## src/hdl/sha256_byte_hasher_top_assert.svh

```systemverilog
// Assertion macros for the SHA-256 byte hasher RTL (used by shabh_ctrl).
// Users need clk and rst_n in scope; define NO_ASSERTIONS to compile them out.
`ifndef SHA256_BYTE_HASHER_TOP_ASSERT_SVH
`define SHA256_BYTE_HASHER_TOP_ASSERT_SVH

`ifndef NO_ASSERTIONS

// Same-cycle implication, checked at every rising edge outside reset.
`define SHA_ASSERT_IMP(label, ante, cons) \
  label: assert property (@(posedge clk) disable iff (!rst_n) (ante) |-> (cons)) \
    else $error("sha256 hasher assertion failed");

// Next-cycle implication.
`define SHA_ASSERT_NXT(label, ante, cons) \
  label: assert property (@(posedge clk) disable iff (!rst_n) (ante) |=> (cons)) \
    else $error("sha256 hasher assertion failed");

`else

`define SHA_ASSERT_IMP(label, ante, cons)
`define SHA_ASSERT_NXT(label, ante, cons)

`endif

`endif

```

## src/hdl/shabh_pkg.sv

```systemverilog
// Package for the SHA-256 byte hasher: beat types, control structs, state encoding,
// round constants and initial hash words. No dependencies.
`default_nettype none

package shabh_pkg;

  localparam int WORD_W     = 32;
  localparam int BLK_WORDS  = 16;
  localparam int HASH_WORDS = 8;
  localparam int ROUNDS     = 64;
  localparam int MSG_AW     = 4;
  localparam int HASH_AW    = 3;
  localparam int SCHED_W    = 7;
  localparam int CNT_W      = 6;
  localparam int FILL_W     = 6;
  localparam int LEN_W      = 61;

  localparam logic [7:0] PAD_BYTE = 8'h80;

  // Message word positions used by the padding sequencer.
  localparam logic [MSG_AW-1:0] PAD_LAST_WORD = MSG_AW'(BLK_WORDS - 3);
  localparam logic [MSG_AW-1:0] LEN_HI_ADDR   = MSG_AW'(BLK_WORDS - 2);
  localparam logic [MSG_AW-1:0] LEN_LO_ADDR   = MSG_AW'(BLK_WORDS - 1);
  // Offset from W[t-16] to W[t-7] in the circular schedule buffer.
  localparam logic [MSG_AW-1:0] TAP7_OFS      = MSG_AW'(BLK_WORDS - 7);

  localparam logic [CNT_W-1:0] CNT_XFER_END = CNT_W'(HASH_WORDS);
  localparam logic [CNT_W-1:0] CNT_ROUND_END = CNT_W'(ROUNDS - 1);
  localparam logic [HASH_AW-1:0] DIG_LAST   = HASH_AW'(HASH_WORDS - 1);

  typedef struct packed {
    logic [7:0] message_byte;
    logic       byte_present;
    logic       final_item;
  } in_item_t;

  typedef struct packed {
    logic [WORD_W-1:0]  digest_word;
    logic [HASH_AW-1:0] word_index;
    logic               last_word;
  } out_item_t;

  typedef enum logic [3:0] {
    ST_IDLE,
    ST_LOAD,
    ST_PREP,
    ST_ROUND,
    ST_ADD,
    ST_PAD,
    ST_LEN_HI,
    ST_LEN_LO,
    ST_DIG_RD,
    ST_DIG_WR
  } state_t;

  typedef struct packed {
    logic               var_shift;
    logic               round_en;
    logic               sched_en;
    logic               hash_iv;
    logic [HASH_AW-1:0] var_idx;
    logic [SCHED_W-1:0] sched_idx;
  } core_ctl_t;

  typedef struct packed {
    logic              we;
    logic [MSG_AW-1:0] waddr;
    logic [WORD_W-1:0] wdata;
    logic              re;
    logic [MSG_AW-1:0] raddr_a;
    logic [MSG_AW-1:0] raddr_b;
  } msg_req_t;

  typedef struct packed {
    logic               we;
    logic [HASH_AW-1:0] waddr;
    logic               re0;
    logic [HASH_AW-1:0] raddr0;
    logic               re1;
    logic [HASH_AW-1:0] raddr1;
  } hash_req_t;

  localparam logic [WORD_W-1:0] INIT_HASH [HASH_WORDS] = '{
    32'h6a09e667, 32'hbb67ae85, 32'h3c6ef372, 32'ha54ff53a,
    32'h510e527f, 32'h9b05688c, 32'h1f83d9ab, 32'h5be0cd19
  };

  localparam logic [WORD_W-1:0] ROUND_K [ROUNDS] = '{
    32'h428a2f98, 32'h71374491, 32'hb5c0fbcf, 32'he9b5dba5,
    32'h3956c25b, 32'h59f111f1, 32'h923f82a4, 32'hab1c5ed5,
    32'hd807aa98, 32'h12835b01, 32'h243185be, 32'h550c7dc3,
    32'h72be5d74, 32'h80deb1fe, 32'h9bdc06a7, 32'hc19bf174,
    32'he49b69c1, 32'hefbe4786, 32'h0fc19dc6, 32'h240ca1cc,
    32'h2de92c6f, 32'h4a7484aa, 32'h5cb0a9dc, 32'h76f988da,
    32'h983e5152, 32'ha831c66d, 32'hb00327c8, 32'hbf597fc7,
    32'hc6e00bf3, 32'hd5a79147, 32'h06ca6351, 32'h14292967,
    32'h27b70a85, 32'h2e1b2138, 32'h4d2c6dfc, 32'h53380d13,
    32'h650a7354, 32'h766a0abb, 32'h81c2c92e, 32'h92722c85,
    32'ha2bfe8a1, 32'ha81a664b, 32'hc24b8b70, 32'hc76c51a3,
    32'hd192e819, 32'hd6990624, 32'hf40e3585, 32'h106aa070,
    32'h19a4c116, 32'h1e376c08, 32'h2748774c, 32'h34b0bcb5,
    32'h391c0cb3, 32'h4ed8aa4a, 32'h5b9cca4f, 32'h682e6ff3,
    32'h748f82ee, 32'h78a5636f, 32'h84c87814, 32'h8cc70208,
    32'h90befffa, 32'ha4506ceb, 32'hbef9a3f7, 32'hc67178f2
  };

endpackage

`default_nettype wire

```

## src/hdl/shabh_ram.sv

```systemverilog
// Generic RAM: one write port and two read ports with registered read data.
// No dependencies.
`default_nettype none

module shabh_ram #(
  parameter int WIDTH = 32,
  parameter int DEPTH = 16
) (
  input  logic                     clk,
  input  logic                     we,
  input  logic [$clog2(DEPTH)-1:0] waddr,
  input  logic [WIDTH-1:0]         wdata,
  input  logic                     re_a,
  input  logic [$clog2(DEPTH)-1:0] raddr_a,
  output logic [WIDTH-1:0]         rdata_a,
  input  logic                     re_b,
  input  logic [$clog2(DEPTH)-1:0] raddr_b,
  output logic [WIDTH-1:0]         rdata_b
);

  logic [WIDTH-1:0] mem [DEPTH];

  always_ff @(posedge clk) begin
    if (we) begin
      mem[waddr] <= wdata;
    end
    if (re_a) begin
      rdata_a <= mem[raddr_a];
    end
    if (re_b) begin
      rdata_b <= mem[raddr_b];
    end
  end

endmodule

`default_nettype wire

```

## src/hdl/shabh_core.sv

```systemverilog
// Compression datapath: working variables a..h, message schedule step and hash update add.
// Depends on shabh_pkg; reads both RAMs through the top level.
`default_nettype none

module shabh_core import shabh_pkg::*; (
  input  logic              clk,
  input  core_ctl_t         ctl,
  input  logic [WORD_W-1:0] hash_rd,
  input  logic [WORD_W-1:0] msg_rd_a,
  input  logic [WORD_W-1:0] msg_rd_b,
  output logic [WORD_W-1:0] sched_word,
  output logic [WORD_W-1:0] hash_sum
);

  logic [WORD_W-1:0] v_r   [HASH_WORDS];
  logic [WORD_W-1:0] v_nxt [HASH_WORDS];
  logic [WORD_W-1:0] wk_r;
  logic [WORD_W-1:0] w16_r;
  logic [WORD_W-1:0] w1_r;
  logic [WORD_W-1:0] w2_r;
  logic [WORD_W-1:0] hash_val;
  logic [WORD_W-1:0] t1;
  logic [WORD_W-1:0] t2;

  function automatic logic [WORD_W-1:0] big_s0(input logic [WORD_W-1:0] x);
    return {x[1:0], x[31:2]} ^ {x[12:0], x[31:13]} ^ {x[21:0], x[31:22]};
  endfunction

  function automatic logic [WORD_W-1:0] big_s1(input logic [WORD_W-1:0] x);
    return {x[5:0], x[31:6]} ^ {x[10:0], x[31:11]} ^ {x[24:0], x[31:25]};
  endfunction

  function automatic logic [WORD_W-1:0] small_s0(input logic [WORD_W-1:0] x);
    return {x[6:0], x[31:7]} ^ {x[17:0], x[31:18]} ^ {3'b000, x[31:3]};
  endfunction

  function automatic logic [WORD_W-1:0] small_s1(input logic [WORD_W-1:0] x);
    return {x[16:0], x[31:17]} ^ {x[18:0], x[31:19]} ^ {10'b0, x[31:10]};
  endfunction

  // Until the first block of a message is folded in, the hash store reads as the IV.
  assign hash_val = ctl.hash_iv ? INIT_HASH[ctl.var_idx] : hash_rd;
  assign hash_sum = hash_val + v_r[ctl.var_idx];

  // Port A carries W[t-15], port B carries W[t-7] (or W[t] itself in the first 16 steps).
  assign sched_word = (ctl.sched_idx < SCHED_W'(BLK_WORDS)) ? msg_rd_b :
                      w16_r + small_s0(msg_rd_a) + msg_rd_b + small_s1(w2_r);

  assign t1 = v_r[7] + big_s1(v_r[4]) + ((v_r[4] & v_r[5]) ^ (~v_r[4] & v_r[6])) + wk_r;
  assign t2 = big_s0(v_r[0]) + ((v_r[0] & v_r[1]) ^ (v_r[0] & v_r[2]) ^ (v_r[1] & v_r[2]));

  always_comb begin
    v_nxt = v_r;
    if (ctl.var_shift) begin
      for (int i = 0; i < HASH_WORDS - 1; i++) begin
        v_nxt[i] = v_r[i+1];
      end
      v_nxt[HASH_WORDS-1] = hash_val;
    end else if (ctl.round_en) begin
      v_nxt[0] = t1 + t2;
      v_nxt[1] = v_r[0];
      v_nxt[2] = v_r[1];
      v_nxt[3] = v_r[2];
      v_nxt[4] = v_r[3] + t1;
      v_nxt[5] = v_r[4];
      v_nxt[6] = v_r[5];
      v_nxt[7] = v_r[6];
    end
  end

  always_ff @(posedge clk) begin
    v_r <= v_nxt;
    if (ctl.sched_en) begin
      wk_r  <= sched_word + ROUND_K[ctl.sched_idx[CNT_W-1:0]];
      w16_r <= msg_rd_a;
      w1_r  <= sched_word;
      w2_r  <= w1_r;
    end
  end

endmodule

`default_nettype wire

```

## src/hdl/shabh_ctrl.sv

```systemverilog
// Sequencer: byte packing, padding, compression phases, RAM addressing and digest output.
// Depends on shabh_pkg and the assertion macro header.
`default_nettype none

`include "sha256_byte_hasher_top_assert.svh"

module shabh_ctrl import shabh_pkg::*; (
  input  logic              clk,
  input  logic              rst_n,
  input  logic              in_valid,
  output logic              in_ready,
  input  in_item_t          in_data,
  output logic              out_valid,
  input  logic              out_ready,
  output out_item_t         out_data,
  output core_ctl_t         ctl,
  input  logic [WORD_W-1:0] sched_word,
  output msg_req_t          msg_req,
  output hash_req_t         hash_req,
  input  logic [WORD_W-1:0] hash_rd1
);

  state_t              st_r, st_nxt;
  logic [CNT_W-1:0]    cnt_r, cnt_nxt;
  logic [FILL_W-1:0]   fill_r, fill_nxt;
  logic [LEN_W-1:0]    len_r, len_nxt;
  logic [WORD_W-1:0]   acc_r, acc_nxt;
  logic [MSG_AW-1:0]   widx_r, widx_nxt;
  logic                fin_r, fin_nxt;
  logic                padded_r, padded_nxt;
  logic                len_done_r, len_done_nxt;
  logic                iv_r, iv_nxt;
  logic [HASH_AW-1:0]  dig_idx_r, dig_idx_nxt;
  logic                out_valid_r, out_valid_nxt;
  out_item_t           out_r;

  logic                in_take;
  logic                out_load;
  logic [WORD_W-1:0]   acc_ins;
  logic [WORD_W-1:0]   pad_word;
  logic [FILL_W-1:0]   fill_inc;
  logic [CNT_W-1:0]    cnt_m1;
  logic [SCHED_W-1:0]  rd_tgt;

  assign in_ready  = (st_r == ST_IDLE);
  assign in_take   = in_valid && in_ready;
  assign out_load  = (st_r == ST_DIG_WR) && (!out_valid_r || out_ready);
  assign fill_inc  = fill_r + FILL_W'(1);
  assign cnt_m1    = cnt_r - CNT_W'(1);
  assign out_valid = out_valid_r;
  assign out_data  = out_r;

  always_comb begin
    unique case (fill_r[1:0])
      2'd0: acc_ins = {in_data.message_byte, acc_r[23:0]};
      2'd1: acc_ins = {acc_r[31:24], in_data.message_byte, acc_r[15:0]};
      2'd2: acc_ins = {acc_r[31:16], in_data.message_byte, acc_r[7:0]};
      2'd3: acc_ins = {acc_r[31:8], in_data.message_byte};
    endcase
  end

  // Bytes already held stay, the marker byte follows them, the rest of the word is zero.
  always_comb begin
    unique case (fill_r[1:0])
      2'd0: pad_word = {PAD_BYTE, 24'h0};
      2'd1: pad_word = {acc_r[31:24], PAD_BYTE, 16'h0};
      2'd2: pad_word = {acc_r[31:16], PAD_BYTE, 8'h0};
      2'd3: pad_word = {acc_r[31:8], PAD_BYTE};
    endcase
  end

  // Next state and register updates.
  always_comb begin
    st_nxt       = st_r;
    cnt_nxt      = cnt_r;
    fill_nxt     = fill_r;
    len_nxt      = len_r;
    acc_nxt      = acc_r;
    widx_nxt     = widx_r;
    fin_nxt      = fin_r;
    padded_nxt   = padded_r;
    len_done_nxt = len_done_r;
    iv_nxt       = iv_r;
    dig_idx_nxt  = dig_idx_r;
    unique case (st_r)
      ST_IDLE: begin
        if (in_take) begin
          if (in_data.byte_present) begin
            acc_nxt  = acc_ins;
            fill_nxt = fill_inc;
            len_nxt  = len_r + LEN_W'(1);
            if (&fill_r) begin
              st_nxt  = ST_LOAD;
              cnt_nxt = '0;
              fin_nxt = in_data.final_item;
            end else if (in_data.final_item) begin
              st_nxt   = ST_PAD;
              widx_nxt = fill_inc[FILL_W-1:2];
              fin_nxt  = 1'b1;
            end
          end else if (in_data.final_item) begin
            st_nxt   = ST_PAD;
            widx_nxt = fill_r[FILL_W-1:2];
            fin_nxt  = 1'b1;
          end
        end
      end
      ST_LOAD: begin
        cnt_nxt = cnt_r + CNT_W'(1);
        if (cnt_r == CNT_XFER_END) begin
          st_nxt = ST_PREP;
        end
      end
      ST_PREP: begin
        st_nxt  = ST_ROUND;
        cnt_nxt = '0;
      end
      ST_ROUND: begin
        cnt_nxt = cnt_r + CNT_W'(1);
        if (cnt_r == CNT_ROUND_END) begin
          st_nxt  = ST_ADD;
          cnt_nxt = '0;
        end
      end
      ST_ADD: begin
        cnt_nxt = cnt_r + CNT_W'(1);
        if (cnt_r == CNT_XFER_END) begin
          cnt_nxt = '0;
          iv_nxt  = 1'b0;
          priority if (len_done_r) begin
            st_nxt      = ST_DIG_RD;
            dig_idx_nxt = '0;
          end else if (fin_r) begin
            st_nxt   = ST_PAD;
            widx_nxt = padded_r ? '0 : fill_r[FILL_W-1:2];
          end else begin
            st_nxt = ST_IDLE;
          end
        end
      end
      ST_PAD: begin
        padded_nxt = 1'b1;
        widx_nxt   = widx_r + MSG_AW'(1);
        if (widx_r == LEN_LO_ADDR) begin
          // Marker landed too late for the length: finish this block and pad another.
          st_nxt  = ST_LOAD;
          cnt_nxt = '0;
        end else if (widx_r == PAD_LAST_WORD) begin
          st_nxt = ST_LEN_HI;
        end
      end
      ST_LEN_HI: begin
        st_nxt = ST_LEN_LO;
      end
      ST_LEN_LO: begin
        st_nxt       = ST_LOAD;
        cnt_nxt      = '0;
        len_done_nxt = 1'b1;
      end
      ST_DIG_RD: begin
        st_nxt = ST_DIG_WR;
      end
      ST_DIG_WR: begin
        if (out_load) begin
          if (dig_idx_r == DIG_LAST) begin
            st_nxt       = ST_IDLE;
            fin_nxt      = 1'b0;
            padded_nxt   = 1'b0;
            len_done_nxt = 1'b0;
            iv_nxt       = 1'b1;
            fill_nxt     = '0;
            len_nxt      = '0;
          end else begin
            dig_idx_nxt = dig_idx_r + HASH_AW'(1);
            st_nxt      = ST_DIG_RD;
          end
        end
      end
      default: begin
        st_nxt = ST_IDLE;
      end
    endcase
  end

  // RAM requests and datapath control.
  always_comb begin
    msg_req       = '0;
    hash_req      = '0;
    ctl           = '0;
    ctl.hash_iv   = iv_r;
    rd_tgt        = '0;
    unique case (st_r)
      ST_IDLE: begin
        if (in_take && in_data.byte_present && (fill_r[1:0] == 2'd3)) begin
          msg_req.we    = 1'b1;
          msg_req.waddr = fill_r[FILL_W-1:2];
          msg_req.wdata = acc_ins;
        end
      end
      ST_LOAD: begin
        if (cnt_r != CNT_XFER_END) begin
          hash_req.re0    = 1'b1;
          hash_req.raddr0 = cnt_r[HASH_AW-1:0];
        end else begin
          msg_req.re = 1'b1;
        end
        if (cnt_r != '0) begin
          ctl.var_shift = 1'b1;
          ctl.var_idx   = cnt_m1[HASH_AW-1:0];
        end
      end
      ST_PREP: begin
        ctl.sched_en = 1'b1;
        msg_req.re   = 1'b1;
        rd_tgt       = SCHED_W'(1);
      end
      ST_ROUND: begin
        ctl.round_en  = 1'b1;
        ctl.sched_en  = 1'b1;
        ctl.sched_idx = {1'b0, cnt_r} + SCHED_W'(1);
        msg_req.re    = 1'b1;
        rd_tgt        = {1'b0, cnt_r} + SCHED_W'(2);
        if ((ctl.sched_idx >= SCHED_W'(BLK_WORDS)) && (ctl.sched_idx < SCHED_W'(ROUNDS))) begin
          msg_req.we    = 1'b1;
          msg_req.waddr = ctl.sched_idx[MSG_AW-1:0];
          msg_req.wdata = sched_word;
        end
      end
      ST_ADD: begin
        if (cnt_r != CNT_XFER_END) begin
          hash_req.re0    = 1'b1;
          hash_req.raddr0 = cnt_r[HASH_AW-1:0];
        end
        if (cnt_r != '0) begin
          hash_req.we    = 1'b1;
          hash_req.waddr = cnt_m1[HASH_AW-1:0];
          ctl.var_idx    = cnt_m1[HASH_AW-1:0];
        end
      end
      ST_PAD: begin
        msg_req.we    = 1'b1;
        msg_req.waddr = widx_r;
        msg_req.wdata = padded_r ? '0 : pad_word;
      end
      ST_LEN_HI: begin
        msg_req.we    = 1'b1;
        msg_req.waddr = LEN_HI_ADDR;
        msg_req.wdata = len_r[LEN_W-1:LEN_W-WORD_W];
      end
      ST_LEN_LO: begin
        msg_req.we    = 1'b1;
        msg_req.waddr = LEN_LO_ADDR;
        msg_req.wdata = {len_r[LEN_W-WORD_W-1:0], 3'b000};
      end
      ST_DIG_RD: begin
        hash_req.re1    = 1'b1;
        hash_req.raddr1 = dig_idx_r;
      end
      ST_DIG_WR: begin
      end
      default: begin
      end
    endcase
    // Prefetch for schedule step rd_tgt: W[t-15] on port A, W[t] or W[t-7] on port B.
    msg_req.raddr_a = rd_tgt[MSG_AW-1:0] + MSG_AW'(1);
    msg_req.raddr_b = (rd_tgt < SCHED_W'(BLK_WORDS)) ? rd_tgt[MSG_AW-1:0] :
                      rd_tgt[MSG_AW-1:0] + TAP7_OFS;
  end

  always_comb begin
    out_valid_nxt = out_valid_r;
    if (out_load) begin
      out_valid_nxt = 1'b1;
    end else if (out_ready) begin
      out_valid_nxt = 1'b0;
    end
  end

  always_ff @(posedge clk) begin
    if (!rst_n) begin
      st_r        <= ST_IDLE;
      cnt_r       <= '0;
      fill_r      <= '0;
      len_r       <= '0;
      widx_r      <= '0;
      fin_r       <= 1'b0;
      padded_r    <= 1'b0;
      len_done_r  <= 1'b0;
      iv_r        <= 1'b1;
      dig_idx_r   <= '0;
      out_valid_r <= 1'b0;
    end else begin
      st_r        <= st_nxt;
      cnt_r       <= cnt_nxt;
      fill_r      <= fill_nxt;
      len_r       <= len_nxt;
      widx_r      <= widx_nxt;
      fin_r       <= fin_nxt;
      padded_r    <= padded_nxt;
      len_done_r  <= len_done_nxt;
      iv_r        <= iv_nxt;
      dig_idx_r   <= dig_idx_nxt;
      out_valid_r <= out_valid_nxt;
    end
  end

  always_ff @(posedge clk) begin
    acc_r <= acc_nxt;
    if (out_load) begin
      out_r <= '{digest_word: hash_rd1, word_index: dig_idx_r,
                 last_word: (dig_idx_r == DIG_LAST)};
    end
  end

  `SHA_ASSERT_IMP(a_sched_wr_range, (st_r == ST_ROUND) && msg_req.we, ctl.sched_idx >= SCHED_W'(BLK_WORDS))
  `SHA_ASSERT_NXT(a_digest_restart, out_load && (dig_idx_r == DIG_LAST), iv_r && (fill_r == '0) && (len_r == '0))
  `SHA_ASSERT_NXT(a_add_clears_iv, (st_r == ST_ADD) && (cnt_r == CNT_XFER_END), !iv_r)
  `SHA_ASSERT_NXT(a_busy_mid_digest, out_valid && out_ready && (out_data.word_index != DIG_LAST) && (out_data.word_index != DIG_LAST - HASH_AW'(1)), !in_ready)

endmodule

`default_nettype wire

```

## src/hdl/sha256_byte_hasher_top.sv

```systemverilog
// SHA-256 byte hasher top level: message RAM, hash RAM, compression datapath, sequencer.
// Depends on shabh_pkg, shabh_ram, shabh_core and shabh_ctrl.
// Usage:
//   Input beats (in_valid/in_ready) carry one message byte, a byte-present flag and a
//   final flag. A beat with byte_present low and final_item low is a no-op; one with
//   final_item set ends the message (with or without a byte).
//   Output beats (out_valid/out_ready) carry the eight digest words, index 0 first,
//   last_word set on index 7.
// Timing:
//   Bytes are taken only while the sequencer is idle. Every 64th byte starts a
//   compression: loading a..h from the hash RAM, 1 schedule prefetch, 64 rounds at
//   one per cycle and adding back into the hash RAM. A final beat costs 3 to 16
//   padding writes and one compression. If its byte fills the block, or the marker
//   leaves no room for the length (1 or 2 more writes), another compression comes
//   first. Each digest word is then read from the hash RAM and loaded into the output
//   register once it is free. in_ready is high only between blocks; the last digest word
//   may still wait in the output register while the next message's bytes are taken.
// Reset:
//   rst_n (synchronous, active low) returns to the initial hash value with an empty
//   message and drops out_valid. A stalled out_ready simply holds the digest sequence.
`default_nettype none

module sha256_byte_hasher_top import shabh_pkg::*; (
  input  logic      clk,
  input  logic      rst_n,
  input  logic      in_valid,
  output logic      in_ready,
  input  in_item_t  in_data,
  output logic      out_valid,
  input  logic      out_ready,
  output out_item_t out_data
);

  core_ctl_t         ctl;
  msg_req_t          msg_req;
  hash_req_t         hash_req;
  logic [WORD_W-1:0] msg_rd_a;
  logic [WORD_W-1:0] msg_rd_b;
  logic [WORD_W-1:0] hash_rd0;
  logic [WORD_W-1:0] hash_rd1;
  logic [WORD_W-1:0] sched_word;
  logic [WORD_W-1:0] hash_sum;

  shabh_ram #(
    .WIDTH(WORD_W),
    .DEPTH(BLK_WORDS)
  ) u_msg_ram (
    .clk     (clk),
    .we      (msg_req.we),
    .waddr   (msg_req.waddr),
    .wdata   (msg_req.wdata),
    .re_a    (msg_req.re),
    .raddr_a (msg_req.raddr_a),
    .rdata_a (msg_rd_a),
    .re_b    (msg_req.re),
    .raddr_b (msg_req.raddr_b),
    .rdata_b (msg_rd_b)
  );

  shabh_ram #(
    .WIDTH(WORD_W),
    .DEPTH(HASH_WORDS)
  ) u_hash_ram (
    .clk     (clk),
    .we      (hash_req.we),
    .waddr   (hash_req.waddr),
    .wdata   (hash_sum),
    .re_a    (hash_req.re0),
    .raddr_a (hash_req.raddr0),
    .rdata_a (hash_rd0),
    .re_b    (hash_req.re1),
    .raddr_b (hash_req.raddr1),
    .rdata_b (hash_rd1)
  );

  shabh_core u_core (
    .clk        (clk),
    .ctl        (ctl),
    .hash_rd    (hash_rd0),
    .msg_rd_a   (msg_rd_a),
    .msg_rd_b   (msg_rd_b),
    .sched_word (sched_word),
    .hash_sum   (hash_sum)
  );

  shabh_ctrl u_ctrl (
    .clk        (clk),
    .rst_n      (rst_n),
    .in_valid   (in_valid),
    .in_ready   (in_ready),
    .in_data    (in_data),
    .out_valid  (out_valid),
    .out_ready  (out_ready),
    .out_data   (out_data),
    .ctl        (ctl),
    .sched_word (sched_word),
    .msg_req    (msg_req),
    .hash_req   (hash_req),
    .hash_rd1   (hash_rd1)
  );

endmodule

`default_nettype wire
```

## config.mk

```make
export PLATFORM = sky130hd
export DESIGN_NAME = sha256_byte_hasher_top
export DESIGN_NICKNAME = d
export VERILOG_FILES = /design/src/hdl/shabh_pkg.sv /design/src/hdl/shabh_ram.sv /design/src/hdl/shabh_core.sv /design/src/hdl/shabh_ctrl.sv /design/src/hdl/sha256_byte_hasher_top.sv
export VERILOG_INCLUDE_DIRS = /design/src /design/src/hdl
export SDC_FILE = /design/constraint.sdc
export NUM_CORES = 2
export LEC_CHECK = 0
export ABC_AREA = 1
export BUFFER_PORTS_ARGS = -buffer_cell sky130_fd_sc_hd__buf_2
export CORE_ASPECT_RATIO = 2
export CORE_UTILIZATION = 40
export CTS_BUF_LIST = sky130_fd_sc_hd__clkbuf_4 sky130_fd_sc_hd__clkbuf_8
export DETAILED_ROUTE_END_ITERATION = 10
export PLACE_DENSITY_LB_ADDON = 0.3
export SETUP_SLACK_MARGIN = 0.5
export SLEW_MARGIN = 20
export SYNTH_ARGS = -nofsm -noshare
export SYNTH_HDL_FRONTEND = slang
export SYNTH_SLANG_ARGS = --single-unit
```

## constraint.sdc

```tcl
create_clock -name clk -period 25.1 [get_ports clk]
set_input_delay 1.255 -clock clk [delete_from_list [all_inputs] [get_ports clk]]
set_output_delay 1.255 -clock clk [all_outputs]
set_load 0.05 [all_outputs]
```

==> flow_metrics.py <==
metrics = {
    "worst_hold_path": {
        "whs_path_depth": 0,
        "hp-start": "u_core.w1_r[2]$_DFFE_PN_",
        "min_to": "u_core.w2_r[2]$_DFFE_PN_",
        "hold_class": "register to register",
    },
    "timing": {
        "slew-limit-headroom_pct": 14.1,
        "timing.hold.ws_ps": 416,
        "drv_slew": 0,
        "fmaxAchievable_mhz": 124,
        "grt_setup_unrepaired": "no",
        "tns_ps": 0,
        "fin_crit_sh_pct": 32.2,
        "fin_skew_ps": 129,
        "tightest_slew_ps": 1280,
        "setup_viol": 0,
        "period_minus_slack_ps": 8070,
        "hold_violations": 0,
    },
    "logic_synthesis": {
        "netlist_area_sq_um": 89400,
        "synth-xor-area-share_pct": 3.76,
        "synth_nets": 10900,
        "netlist.area_leader.share_pct": 45.3,
        "synth.largest_area_cell": "edfxtp_1",
        "synth-compound-area-share_pct": 14.0,
        "async_flop_share_pct": 0,
        "synth_seq_cells": 1437,
        "synth.avg_cell_area_sq_um": 8.51,
        "yosysSeqAreaShare_pct": 47.2,
        "synthTopCellsByArea": "edfxtp_1 45%, nand2_1 8.1%, inv_1 6.0%, o21ai_0 5.7%, nand3_1 5.2%",
        "yosysWarningCount": 0,
        "synth_top_family_by_area": "simple AND/OR/NAND/NOR gates",
        "synth_mux_area_share_pct": 0.0112,
        "synth_edf_count": 1348,
        "syn_inst": 10500,
        "yosysUniqueCellTypes": 63,
        "synth_simple_gate_area_share_pct": 19.6,
        "synth_common_cells": "1936 x nand2_1, 1419 x inv_1, 1348 x edfxtp_1",
        "synthFlopType": "edfxtp_1",
        "yosysMostFrequentCell": "nand2_1",
        "synth_fa_ha_area_share_pct": 6.73,
    },
    "setup_path": {
        "required_ps": 25840,
        "crit_arrival_ps": 8810,
        "path_max_fanout": 4,
        "rrSetupSlack_ps": 17030,
        "reg2reg_to": "u_core.wk_r[31]$_DFFE_PN_",
        "endpoint_kind": "register",
        "rr_startpoint": "u_msg_ram.rdata_a[8]$_DFFE_PP_",
        "reg2reg_depth": 27,
        "cp-start-kind": "register",
        "criticalPathCategory": "register to register",
    },
    "global_route": {
        "grt_pass1_wl_um": 562000,
        "grt.overflow.total": 0,
        "grt_pass1_vias": 78800,
        "antenna_found_initial": 32,
        "grt_usage_pct": 35.0,
        "grt_max_degree": 129,
    },
    "floorplanning": {
        "start_util_pct": 40.2,
        "dieHeight_um": 671,
        "fp.dieW_um": 336,
        "placementRows": 245,
        "dieArea_sq_um": 226000,
        "core_area_sq_um": 223000,
        "num_io_pins": 52,
    },
    "route": {
        "m1WireLength_um": 118000,
        "post_drt_wl_per_cell_um": 29.4,
        "maxUsedRoutingLayer": "met5",
        "viasPerCell": 5.87,
        "drc": 0,
        "drt_iter0_drc": 8035,
        "dr_wl_met3_um": 27200,
        "vias": 79700,
        "ant_nets": 0,
        "dr.pass1.iters": 9,
        "wl_met2_um": 201000,
        "wirelength_um": 398000,
    },
    "clock_network": {
        "root_buffer": "clkbuf_8",
        "cts.repair.resized": 0,
        "path_clk_slew_ps": 70,
        "cts.htree.levels": 4,
        "cts_buffers": 223,
        "post_cts_buffers": 0,
        "cts_tree": "built",
        "clock_path_buffers": 4,
        "postCtsHoldBufs": 0,
        "cts.sinks": 1437,
        "clk_latency_ps": 1050,
    },
    "placed_design": {
        "dpl.hpwl_um": 286000,
        "dp.cells": 13100,
        "gp_congestion": 1.10,
        "io_buffers": 51,
    },
    "finish": {
        "final-instance-count-excl-fill": 13600,
        "area_growth_pct": 9.17,
        "final_nets": 10800,
        "drive_above_1_share_pct": 7.91,
    },
    "run": {
        "cap_violations": 0,
    },
    "status": {
        "status": "finished clean",
    },
}
## sequential cells by signal (all words and copies together) (netlist names), 32 cells and up
name	flops
u_ctrl.out_data	36
u_ctrl.acc_r	32
u_hash_ram.rdata_b	32
u_core.wk_r	32
u_core.w1_r	32
u_ctrl.len_r	61
u_msg_ram.rdata_a	32
u_hash_ram.rdata_a	32
u_msg_ram.mem	512
u_hash_ram.mem	256
u_core.v_r	256
u_core.w16_r	32
u_core.w2_r	32
u_msg_ram.rdata_b	32
## routing by layer
| layer | vias up | global-route usage [%] |
|---|---|---|
| li1 | 35500 | - |
| met1 | 38200 | 31.9 |
| met2 | 4295 | 61.9 |
| met3 | 1617 | 6.83 |
| met4 | 24 | 36.9 |
| met5 | - | 0 |
## logic make-up (layout without fill, tap and decap cells)
| group | after synthesis | in the layout |
|---|---|---|
| DFF | 1437 | 1437 |
| xor gates and xnor gates | 384 | 384 |
| muxes | 1 | 1 |
| AOI/OAI and AO/OA | 2261 | 2261 |
| adders and majority gates | 388 | 388 |
| other | 0 | 21 |
| buffers and inverters | 1982 | 2058 |
| and+or+nand+nor | 4058 | 4058 |
## worst max-delay path by stage
stage | endpoint | from | cells past startpoint | slack, ps
floorplan | u_core.v_r[0]$_DFFE_PP_ | u_ctrl.cnt_r[0]$_SDFFE_PN0P_ | 9 | 16980
global placement | u_core.wk_r[31]$_DFFE_PN_ | u_msg_ram.rdata_a[25]$_DFFE_PP_ | 26 | 17640
detailed placement | u_core.wk_r[31]$_DFFE_PN_ | u_msg_ram.rdata_a[25]$_DFFE_PP_ | 26 | 17850
CTS | u_core.wk_r[31]$_DFFE_PN_ | u_msg_ram.rdata_a[25]$_DFFE_PP_ | 26 | 17810
global route | u_core.wk_r[31]$_DFFE_PN_ | u_msg_ram.rdata_a[6]$_DFFE_PP_ | 26 | 16800
finish | u_core.wk_r[31]$_DFFE_PN_ | u_msg_ram.rdata_a[8]$_DFFE_PP_ | 27 | 17030
## stage by stage
stage / instance area [sq um] / setup slack [ps] / utilization (%)
after detailed placement: 92800 / 17850 / 41.7
after CTS: 97500 / 17810 / 43.8
after global routing: 97600 / 16800 / 43.9
after floorplan: 89400 / 16980 / -
after global placement: 92800 / 17640 / 41.7
final: 97600 / 17030 / 43.9
## placed cells by master, fill, tap and decap left out, types with 18 or more instances in the layout
| cell | netlist | final |
|---|---|---|
| o21ai_0 | 1022 | 1011 |
| clkbuf_8 | 0 | 225 |
| clkinv_2 | 0 | 27 |
| o21ai_1 | 37 | 38 |
| bufinv_16 | 0 | 22 |
| inv_1 | 1419 | 1413 |
| nor2_1 | 702 | 671 |
| o221ai_1 | 70 | 68 |
| nand4_1 | 96 | 96 |
| dfxtp_1 | 89 | 88 |
| fa_1 | 159 | 159 |
| nor2_4 | 6 | 36 |
| o21a_1 | 18 | 18 |
| a21oi_1 | 697 | 696 |
| xnor2_1 | 189 | 186 |
| o21bai_1 | 25 | 25 |
| or2_2 | 150 | 150 |
| o22ai_1 | 36 | 35 |
| nor3_1 | 157 | 155 |
| a31oi_1 | 110 | 109 |
| buf_4 | 8 | 162 |
| clkbuf_4 | 0 | 58 |
| clkinv_1 | 2 | 55 |
| nand3_1 | 936 | 936 |
| xor2_1 | 195 | 195 |
| o211ai_1 | 131 | 131 |
| ha_1 | 219 | 218 |
| edfxtp_1 | 1348 | 1348 |
| nand2_1 | 1936 | 1930 |
| a21o_1 | 32 | 32 |
| inv_2 | 18 | 18 |
| diode_2 | 0 | 21 |
| buf_2 | 171 | 51 |
| nand3b_1 | 31 | 31 |
## area by class of cell
class                      count  area, sq um
clock inverter               118         1140
sequential                  1437        42300
multi-input combinational   7092        40000
timing repair buffer         217         1550
antenna                       21         52.6
clock buffer                 283         3530
fill                       21900       125000
inverter                    1440         5430
tap                         2964         3710
## critical path, stage by stage (launching register included)
cell and delay (ps):
edfxtp_1 490, xnor2_1 370, xor2_1 370, inv_1 120, fa_1 400, fa_1 480
ha_1 810, nand2_1 230, inv_1 130, nand2_1 300, nor2_1 620, nand3_1 660
nand2_1 250, nand2_1 80, nand2_1 530, a21oi_1 250, ha_1 410, inv_1 70
nor3_1 360, nand2_1 100, nor3b_1 190, nand2_1 70, nand3_1 110, nand3_1 110
nand2_1 120, inv_1 50, nand2_1 60, nand2_1 50
Power is not shown: default switching activity piles up to over one toggle a cycle in this logic, so the estimate is an artifact.
